$ cat config.mk
export PLATFORM = sky130hd
export DESIGN_NAME = button_debounce_long_press
export DESIGN_NICKNAME = d
export VERILOG_FILES = /design/src/bdlp_pkg.sv /design/src/button_debounce_long_press.sv
export SDC_FILE = /design/constraint.sdc
export NUM_CORES = 1
export LEC_CHECK = 0
export BUFFER_PORTS_ARGS = -buffer_cell sky130_fd_sc_hd__buf_2
export CAP_MARGIN = 20
export CORE_MARGIN = 2
export CORE_UTILIZATION = 59
export CTS_CLUSTER_DIAMETER = 50
export DETAILED_ROUTE_END_ITERATION = 10
export PLACE_DENSITY_LB_ADDON = 0.25
export SYNTH_ARGS = -nofsm -noshare
export SYNTH_HDL_FRONTEND = slang
export SYNTH_SLANG_ARGS = --single-unit
$ cat constraint.sdc
create_clock -name clk -period 4.45 [get_ports clk]
set_input_delay 0.445 -clock clk [delete_from_list [all_inputs] [get_ports clk]]
set_output_delay 0.445 -clock clk [all_outputs]
set_load 0.02 [all_outputs]
$ cat src/bdlp_pkg.sv
`timescale 1ns / 1ps
`default_nettype none

package bdlp_pkg;

	localparam int DB_W   = 16;
	localparam int HOLD_W = 24;
	localparam int CFG_W  = 24;
	localparam int IN_W   = 8;
	localparam int OUT_W  = 32;

	localparam logic [DB_W-1:0]   DB_MAX   = '1;
	localparam logic [HOLD_W-1:0] HOLD_MAX = '1;

	localparam logic [DB_W-1:0]   DB_RESET   = 16'd50;
	localparam logic [HOLD_W-1:0] HOLD_RESET = 24'd1000;

	// output item bit positions
	localparam int O_PRESSED = 0;
	localparam int O_PRESS   = 1;
	localparam int O_LONG    = 2;
	localparam int O_RELEASE = 3;
	localparam int O_HELD_LO = 4;
	localparam int O_HELD_HI = O_HELD_LO + HOLD_W - 1;

	typedef enum logic {
		REG_DEBOUNCE_TICKS   = 1'b0,
		REG_LONG_PRESS_TICKS = 1'b1
	} cfg_reg_t;

	typedef struct packed {
		logic [HOLD_W-1:0] held_ticks;
		logic              release_event;
		logic              long_press_event;
		logic              press_event;
		logic              is_pressed;
	} result_t;

endpackage

`default_nettype wire

$ cat src/button_debounce_long_press.sv
`timescale 1ns / 1ps
`default_nettype none

// Debounced push button with press, long-press and release events. Each input item is one
// time tick carrying the raw pad level in bit 0; exactly one result item comes back per tick,
// holding the settled level, the three event flags and the hold duration. The block takes one
// tick every clock cycle: all counting and comparing for a tick happens in a single pass into
// the result register, and a new tick is taken whenever the result register is empty or being
// emptied in the same cycle. The first tick after reset seeds the settled level and hold count.
// The user writes limits through the cfg port while no tick is in flight; it is not enforced.

module button_debounce_long_press (
	input  wire logic                      clk,
	input  wire logic                      arst_n,
	input  wire logic                      cfg_we,
	input  wire bdlp_pkg::cfg_reg_t        cfg_addr,
	input  wire logic [bdlp_pkg::CFG_W-1:0] cfg_wdata,
	input  wire logic                      s_axis_tvalid,
	output logic                           s_axis_tready,
	input  wire logic [bdlp_pkg::IN_W-1:0]  s_axis_tdata,  // raw_level, zero pad
	output logic                           m_axis_tvalid,
	input  wire logic                      m_axis_tready,
	output logic [bdlp_pkg::OUT_W-1:0]      m_axis_tdata   // is_pressed, press_event,
	                                                       // long_press_event, release_event,
	                                                       // held_ticks, zero pad
);

	import bdlp_pkg::*;

	logic [DB_W-1:0]   debounce_ticks_q;
	logic [HOLD_W-1:0] long_press_ticks_q;

	logic              seeded_q;
	logic              settled_q;
	logic              long_fired_q;
	logic              db_run_q;
	logic [DB_W-1:0]   db_cnt_q;
	logic              hold_run_q;
	logic [HOLD_W-1:0] hold_cnt_q;

	logic              seeded_d;
	logic              settled_d;
	logic              long_fired_d;
	logic              db_run_d;
	logic [DB_W-1:0]   db_cnt_d;
	logic              hold_run_d;
	logic [HOLD_W-1:0] hold_cnt_d;
	logic [DB_W-1:0]   db_inc;
	logic              raw;
	logic              accept;

	result_t res_d;
	result_t res_q;

	assign raw           = s_axis_tdata[0];
	assign s_axis_tready = !m_axis_tvalid || m_axis_tready;
	assign accept        = s_axis_tvalid && s_axis_tready;
	assign db_inc        = (db_cnt_q != DB_MAX) ? db_cnt_q + 1'b1 : db_cnt_q;

	always_comb begin
		seeded_d     = seeded_q;
		settled_d    = settled_q;
		long_fired_d = long_fired_q;
		db_run_d     = db_run_q;
		db_cnt_d     = db_cnt_q;
		hold_run_d   = hold_run_q;
		hold_cnt_d   = hold_cnt_q;
		res_d        = '0;

		if (hold_run_q && hold_cnt_q != HOLD_MAX) begin
			hold_cnt_d = hold_cnt_q + 1'b1;
		end

		if (!seeded_q) begin
			seeded_d  = 1'b1;
			settled_d = raw;
			db_run_d  = 1'b0;
			db_cnt_d  = '0;
			if (raw) begin
				hold_run_d   = 1'b1;
				hold_cnt_d   = '0;
				long_fired_d = 1'b0;
			end
		end else if (raw != settled_q) begin
			if (!db_run_q) begin
				db_run_d = 1'b1;
				db_cnt_d = '0;
			end else begin
				db_cnt_d = db_inc;
				if (db_inc >= debounce_ticks_q) begin
					settled_d = raw;
					db_run_d  = 1'b0;
					db_cnt_d  = '0;
					if (raw) begin
						hold_cnt_d        = '0;
						hold_run_d        = 1'b1;
						long_fired_d      = 1'b0;
						res_d.press_event = 1'b1;
					end else begin
						hold_run_d          = 1'b0;
						res_d.release_event = 1'b1;
					end
				end
			end
		end else begin
			db_run_d = 1'b0;
			db_cnt_d = '0;
			if (settled_q && !long_fired_q && hold_cnt_d >= long_press_ticks_q) begin
				long_fired_d           = 1'b1;
				res_d.long_press_event = 1'b1;
			end
		end

		res_d.is_pressed = settled_d;
		res_d.held_ticks = hold_cnt_d;
	end

	always_ff @(posedge clk or negedge arst_n) begin
		if (!arst_n) begin
			debounce_ticks_q   <= DB_RESET;
			long_press_ticks_q <= HOLD_RESET;
		end else if (cfg_we) begin
			unique case (cfg_addr)
				REG_DEBOUNCE_TICKS:   debounce_ticks_q   <= cfg_wdata[DB_W-1:0];
				REG_LONG_PRESS_TICKS: long_press_ticks_q <= cfg_wdata[HOLD_W-1:0];
				default: ;
			endcase
		end
	end

	always_ff @(posedge clk or negedge arst_n) begin
		if (!arst_n) begin
			seeded_q     <= 1'b0;
			settled_q    <= 1'b0;
			long_fired_q <= 1'b0;
			db_run_q     <= 1'b0;
			db_cnt_q     <= '0;
			hold_run_q   <= 1'b0;
			hold_cnt_q   <= '0;
		end else if (accept) begin
			seeded_q     <= seeded_d;
			settled_q    <= settled_d;
			long_fired_q <= long_fired_d;
			db_run_q     <= db_run_d;
			db_cnt_q     <= db_cnt_d;
			hold_run_q   <= hold_run_d;
			hold_cnt_q   <= hold_cnt_d;
		end
	end

	// result register
	always_ff @(posedge clk or negedge arst_n) begin
		if (!arst_n) begin
			m_axis_tvalid <= 1'b0;
		end else if (s_axis_tready) begin
			m_axis_tvalid <= s_axis_tvalid;
		end
	end

	always_ff @(posedge clk) begin
		if (accept) begin
			res_q <= res_d;
		end
	end

	assign m_axis_tdata = {{(OUT_W - $bits(result_t)){1'b0}}, res_q};

endmodule

`default_nettype wire

==> results of run 1 <==
==> cells in the final DEF, fill, tap and decap left out, types with 28 or more instances in the layout <==
cell and count:
a21oi_1 33, and2_1 28, buf_2 59, dfrtp_1 77, edfxtp_1 28, ha_1 42
inv_1 46, mux2_2 32, nand2_1 66, nand3_1 35, o21ai_0 31
==> routing by layer <==
metal	share of wire (%)	global-route usage, %
met3	5.4	7.30
met4	2.5	9.42
met1	40	30.5
met2	52	46.6
met5	0	0
==> sequential cells by signal, indices dropped and copies added (netlist names) <==
signal	count
long_fired_q	1
long_press_ticks_q	24
debounce_ticks_q	16
m_axis_tvalid	1
db_run_q	1
db_cnt_q	16
settled_q	1
seeded_q	1
m_axis_tdata	28
hold_cnt_q	24
hold_run_q	1
==> final cells by class <==
type	count	area (sq um)	share of cell area (%)
tap	140	175	2.27
sequential	114	3000	38.8
timing repair buffer	75	428	5.53
clock inverter	11	100	1.29
inverter	47	176	2.28
multi-input combinational	480	3360	43.4
clock buffer	21	492	6.36
==> cells by family after synthesis <==
family                   count (synthesis)  share of synthesized area, %
flip-flops                             114                          44.9
buffers and inverters                   79                          5.17
other                                    1                        0.0561
AO/OA/AOI/OAI                          117                          11.8
AND/OR/NAND/NOR                        243                          19.1
adder cells (fa/ha/maj)                 42                          7.86
XOR/XNOR                                41                          5.37
multiplexers                            33                          5.61
==> timing repair <==
action | CTS | global route
buffers inserted | 0 | 4
resized for setup | 0 | 2
endpoints found under the setup margin | 0 | 7
==> worst reg2reg max path, cell delays in order (launching register included) <==
cell and delay (ns):
dfrtp_1 0.47, and4_1 0.35, nand4_1 0.28, nor3_2 0.29, and2_1 0.20, mux2_2 0.34, ha_1 0.31, nand4_2 0.12
or4_4 0.58, o31ai_4 0.28, buf_4 0.20, o21ai_2 0.10, nand2_1 0.11, mux2_2 0.34
==> path summary, 6_finish.rpt <==
| kind | slack, ns | end | cells after the start |
|---|---|---|---|
| worst max register to register | 0.22 | m_axis_tdata[0]$_DFFE_PP_ | 13 |
| worst min register to register | 0.50 | long_fired_q$_DFFE_PN0P_ | 1 |
| min in group clk | 0.24 | m_axis_tvalid$_DFFE_PN0N_ | 2 |
| worst max-delay path | 0.22 | m_axis_tdata[0]$_DFFE_PP_ | 13 |
| max in group asynchronous | 3.42 | db_cnt_q[1]$_DFFE_PN0P_ | 2 |
| worst min-delay path | 0.004 | long_press_ticks_q[18]$_DFFE_PN0P_ | 1 |
==> power groups by stage <==
stage / registers [uW] / clock network (uW) / logic [uW]
after global placement: 1240 / 0 / 366
after CTS: 1220 / 1350 / 396
after detailed placement: 1240 / 0 / 390
after floorplan: 1240 / 0 / 253
after global routing: 1230 / 1400 / 436
final: 1220 / 1330 / 394
==> stage by stage <==
step | std cells | hold WS, ns | util, % | area [sq um]
2_1_floorplan | 673 | 0.149 | - | 6700
3_3_place_gp | 852 | 0.450 | 64.8 | 7090
3_5_place_dp | 852 | 0.453 | 64.8 | 7090
4_1_cts | 884 | 0.00574 | 70.2 | 7680
5_1_grt | 888 | 0.0267 | 70.7 | 7730
6_report | 888 | 0.00407 | 70.7 | 7730
==> metrics.txt, run 1 <==
Nets 815; CP Launch Type flop; CTS HTree Levels 4; fillers 828; Die W 110 microns; final hold vios 0; # hold bufs at CTS 0; first-pass GRT wire length 25600 microns; crit share post-route 95.0%; synth cell count leaders 77 x dfrtp_1, 66 x nand2_1, 46 x inv_1, 42 x ha_1, 35 x nand3_1; number of DRC violations after detailed-routing iteration 0 269; Slew Viols, Final 0; measured slew at the worst slew-check pin 1.09 ns; cell area after synthesis 6690 sq um; clk_lat worst skew 0.42 ns; Max Cap Violations 0; post-synth top area cell dfrtp_1; combinational power share 13.3%; leak pwr 0.00350 uW; post-layout min period 4.23 ns; first drt pass iteration count 5; dominant cells by area after synthesis dfrtp_1 29%, edfxtp_1 13%, ha_1 7.9%; R2R Path Start db_cnt_q[3]$_DFFE_PN0P_; total gr overflow 0; Top-Level Pins 72; Flop pwr share 41.5%; Switch Pwr 779 uW; Core Region 10900 sq um; top cell type's share of synthesized area 28.8%; fmax 0.237 GHz; Vert. Die Dim 110 microns; PortBufs 60; outcome complete, no violations; GPL Wtd Cong 0.893; CP Cell Sequence and4_1, nand4_1, nor3_2, and2_1, mux2_2, ha_1, nand4_2, or4_4, o31ai_4, buf_4, o21ai_2, nand2_1, mux2_2; DRC violations left 0; Via Count 5296; CTS tree done; Worst Path Max Fanout 8; Fin Setup TNS 0 ns; Switching Share 26.4%; Final Setup Violations 0; row cnt 38; CTS sink cnt 114; Mapped Cells 670; CP Buf/Inv Count 1; Critical Path AT 4.39 ns; peak supply drop 0.344 mV; largest net degree at the start of global routing 53; DP HPWL 11000 microns; Antenna Cells 0; worst setup path class reg -> reg; fraction of layout instances using a drive strength above 1 21.9%; Starting Density 61.1%; power share of the clock group 45.2%; CTS max path bufs 2; cts bufs inserted 17; via count of the first global-routing pass 5271; clk root buf clkbuf_16; routed len/inst 17.5 microns; Pint 2170 uW; FFs w/ async S/R, synth 75.4%; Synth cell types 67; Setup crit start db_cnt_q[3]$_DFFE_PN0P_; unrepaired setup endpoints after global routing false; Critical-path top delay cell or4_4; CP Data Required Time 4.62 ns; number of flops mapped to enable cells by yosys 28; Routed WL 15600 microns; endpoint class of the critical path flop; initial antenna violation count 0; drt via density 5.96; synthesis-to-finish area growth 15.7%; Main synth FF type dfrtp_1; YS warnings 0; die footprint 12200 sq um; CP top delay family simple AND/OR/NAND/NOR gates; GRT Overall Usage 26.3%; sequential share of the synthesized area 44.9%; leading cell type by number of instances after synthesis dfrtp_1; most common cell type on the critical path mux2_2; post-layout worst setup margin 0.223 ns; clock-pin transition on the worst setup and hold timing paths 0.05 ns; slew margin rel. 26.9%; Syn Area/Cell 9.98 sq um; dpl ws 0.242 ns; Critical Path Max Stage Delay 0.58 ns; Tot Pwr 2950 uW; synthesized flop and latch total 114; Max Clock Skew 0.00660 ns; min-delay worst type in -> async; Antenna Violating Nets Remaining 0; Power per Cell Area 382 nW/um^2
(Power assumes the default switching activity.)
==> inputs of run 2 (changes only) <==
--- a/config.mk
+++ b/config.mk
@@ -8,10 +8,11 @@
 export BUFFER_PORTS_ARGS = -buffer_cell sky130_fd_sc_hd__buf_2
 export CAP_MARGIN = 20
 export CORE_MARGIN = 2
-export CORE_UTILIZATION = 59
+export CORE_UTILIZATION = 64
 export CTS_CLUSTER_DIAMETER = 50
 export DETAILED_ROUTE_END_ITERATION = 10
 export PLACE_DENSITY_LB_ADDON = 0.25
+export SLEW_MARGIN = 20
 export SYNTH_ARGS = -nofsm -noshare
 export SYNTH_HDL_FRONTEND = slang
 export SYNTH_SLANG_ARGS = --single-unit
==> constraint.sdc (replaced) <==
create_clock -name clk -period 5.48 [get_ports clk]
set_input_delay 0.548 -clock clk [delete_from_list [all_inputs] [get_ports clk]]
set_output_delay 0.548 -clock clk [all_outputs]
set_load 0.02 [all_outputs]
==> metrics.txt, run 2 (synthesized netlist as in run 1, its figures left out) <==
unrepaired setup endpoints after global routing false; CP Launch Type flop; die footprint 11300 sq um; crit share post-route 82.3%; max reg flops 28; CP top delay family simple AND/OR/NAND/NOR gates; post-layout worst setup margin 0.970 ns; Pint 1680 uW; combinational power share 13.9%; outcome complete, no violations; clock-pin transition on the worst setup and hold timing paths 0.06 ns; GRT Overall Usage 28.8%; GPL Wtd Cong 0.895; worst setup path class reg -> reg; Antenna Cells 0; Critical Path AT 4.91 ns; commonest non-fill, non-tap cells in the layout 77 x dfrtp_1, 66 x nand2_1, 59 x buf_2; CTS HTree Levels 4; most common cell after layout, fill and taps aside dfrtp_1; routed len/inst 17.7 microns; clk root buf clkbuf_8; Vert. Die Dim 106 microns; row cnt 37; Slew Viols, Final 0; CTS tree done; CP Data Required Time 5.88 ns; power share of the clock group 42.3%; post-layout min period 4.51 ns; Fin Setup TNS 0 ns; CP Buf/Inv Count 0; Power per Cell Area 300 nW/um^2; Via Count 5243; Antenna Violating Nets Remaining 0; number of DRC violations after detailed-routing iteration 0 268; first-pass GRT wire length 25000 microns; final core occ 73.9%; leak pwr 0.00342 uW; Worst Path Max Fanout 27; fmax 0.222 GHz; peak supply drop 0.211 mV; Starting Density 65.3%; Routed WL 15500 microns; Core Region 10200 sq um; Switch Pwr 589 uW; initial antenna violation count 0; Switching Share 26.0%; Max Clock Skew 0.00856 ns; Post-CTS Setup Inserts 0; fraction of layout instances using a drive strength above 1 19.5%; cts bufs inserted 17; Critical-path top delay cell or4_4; PortBufs 60; Top-Level Pins 72; Final Setup Violations 0; Max Cap Violations 0; DRC violations left 0; slew margin rel. 29.1%; measured slew at the worst slew-check pin 1.06 ns; DP HPWL 11000 microns; Nets 806; CTS sink cnt 114; drt via density 5.99; endpoint class of the critical path flop; synthesis-to-finish area growth 13.1%; dpl ws 1.01 ns; final worst hold slack 0.222 ns; Tot Pwr 2270 uW; CP Cell Sequence and4_1, nand4_1, nor4_1, nand3b_1, o21a_1, ha_1, nand4_2, or4_4, o31ai_4, o311ai_4, nor2_4, o21ai_0; total gr overflow 0; Die W 106 microns; final hold vios 0; min-delay worst type in -> reg; clk_lat worst skew 0.54 ns; via count of the first global-routing pass 5139; Critical Path Max Stage Delay 0.59 ns; largest net degree at the start of global routing 59; first drt pass iteration count 5; Flop pwr share 43.8%; CTS max path bufs 2
==> run 2: cell count changes in the layout (fill, tap and decap cells not counted), moves of 2 or more <==
| cell | before | now |
|---|---|---|
| buf_4 | 15 | 6 |
| clkbuf_1 | 0 | 5 |
| clkinv_1 | 1 | 5 |
| clkinv_4 | 4 | 0 |
| clkbuf_16 | 18 | 16 |
| inv_4 | 2 | 0 |
==> run 2: worst paths after layout <==
| path | slack (ns) | from | depth (start not counted) | end |
|---|---|---|---|---|
| max reg2reg | 0.97 | db_cnt_q[3]$_DFFE_PN0P_ | 12 | hold_cnt_q[16]$_DFFE_PN0P_ |
| max in group asynchronous | 3.92 | arst_n | 3 | hold_cnt_q[18]$_DFFE_PN0P_ |
| min reg2reg | 0.50 | long_fired_q$_DFFE_PN0P_ | 1 | long_fired_q$_DFFE_PN0P_ |
| min in group asynchronous | 0.47 | arst_n | 2 | long_press_ticks_q[18]$_DFFE_PN0P_ |
| min | 0.22 | s_axis_tvalid | 2 | m_axis_tvalid$_DFFE_PN0N_ |
| max | 0.97 | db_cnt_q[3]$_DFFE_PN0P_ | 12 | hold_cnt_q[16]$_DFFE_PN0P_ |
==> run 2: timing repair <==
item	in CTS	in global routing
gates resized for setup	0	0
hold endpoints to repair	21	0
hold buffers	1	0
==> run 2: cell type report <==
class / instances / area [sq um]
timing repair buffer: 66 / 350
inverter: 47 / 176
clock buffer: 23 / 447
sequential: 114 / 3000
multi-input combinational: 480 / 3350
clock inverter: 9 / 63.8
tap: 136 / 170
fill: 713 / 2670
==> run 2: power by group through the flow <==
stage | logic, uW | clock network [uW] | registers [uW]
detailed placement | 310 | 0 | 1010
global placement | 290 | 0 | 1000
CTS | 316 | 969 | 993
floorplan | 206 | 0 | 1010
global route | 349 | 1010 | 1000
finish | 315 | 960 | 994
==> run 2: routing by layer <==
metal  vias up  track usage, %  share of wire (%)
li1       2478               -                  -
met3        45            5.70                4.7
met4         0            13.8                3.5
met2       182            50.7                 52
met5         -               0                  0
met1      2538            33.6                 40
==> run 2: per-stage QoR <==
stage | cell area [sq um] | instances
floorplan | 6700 | 673
global placement | 7040 | 842
detailed placement | 7040 | 842
CTS | 7560 | 875
global route | 7560 | 875
finish | 7560 | 875
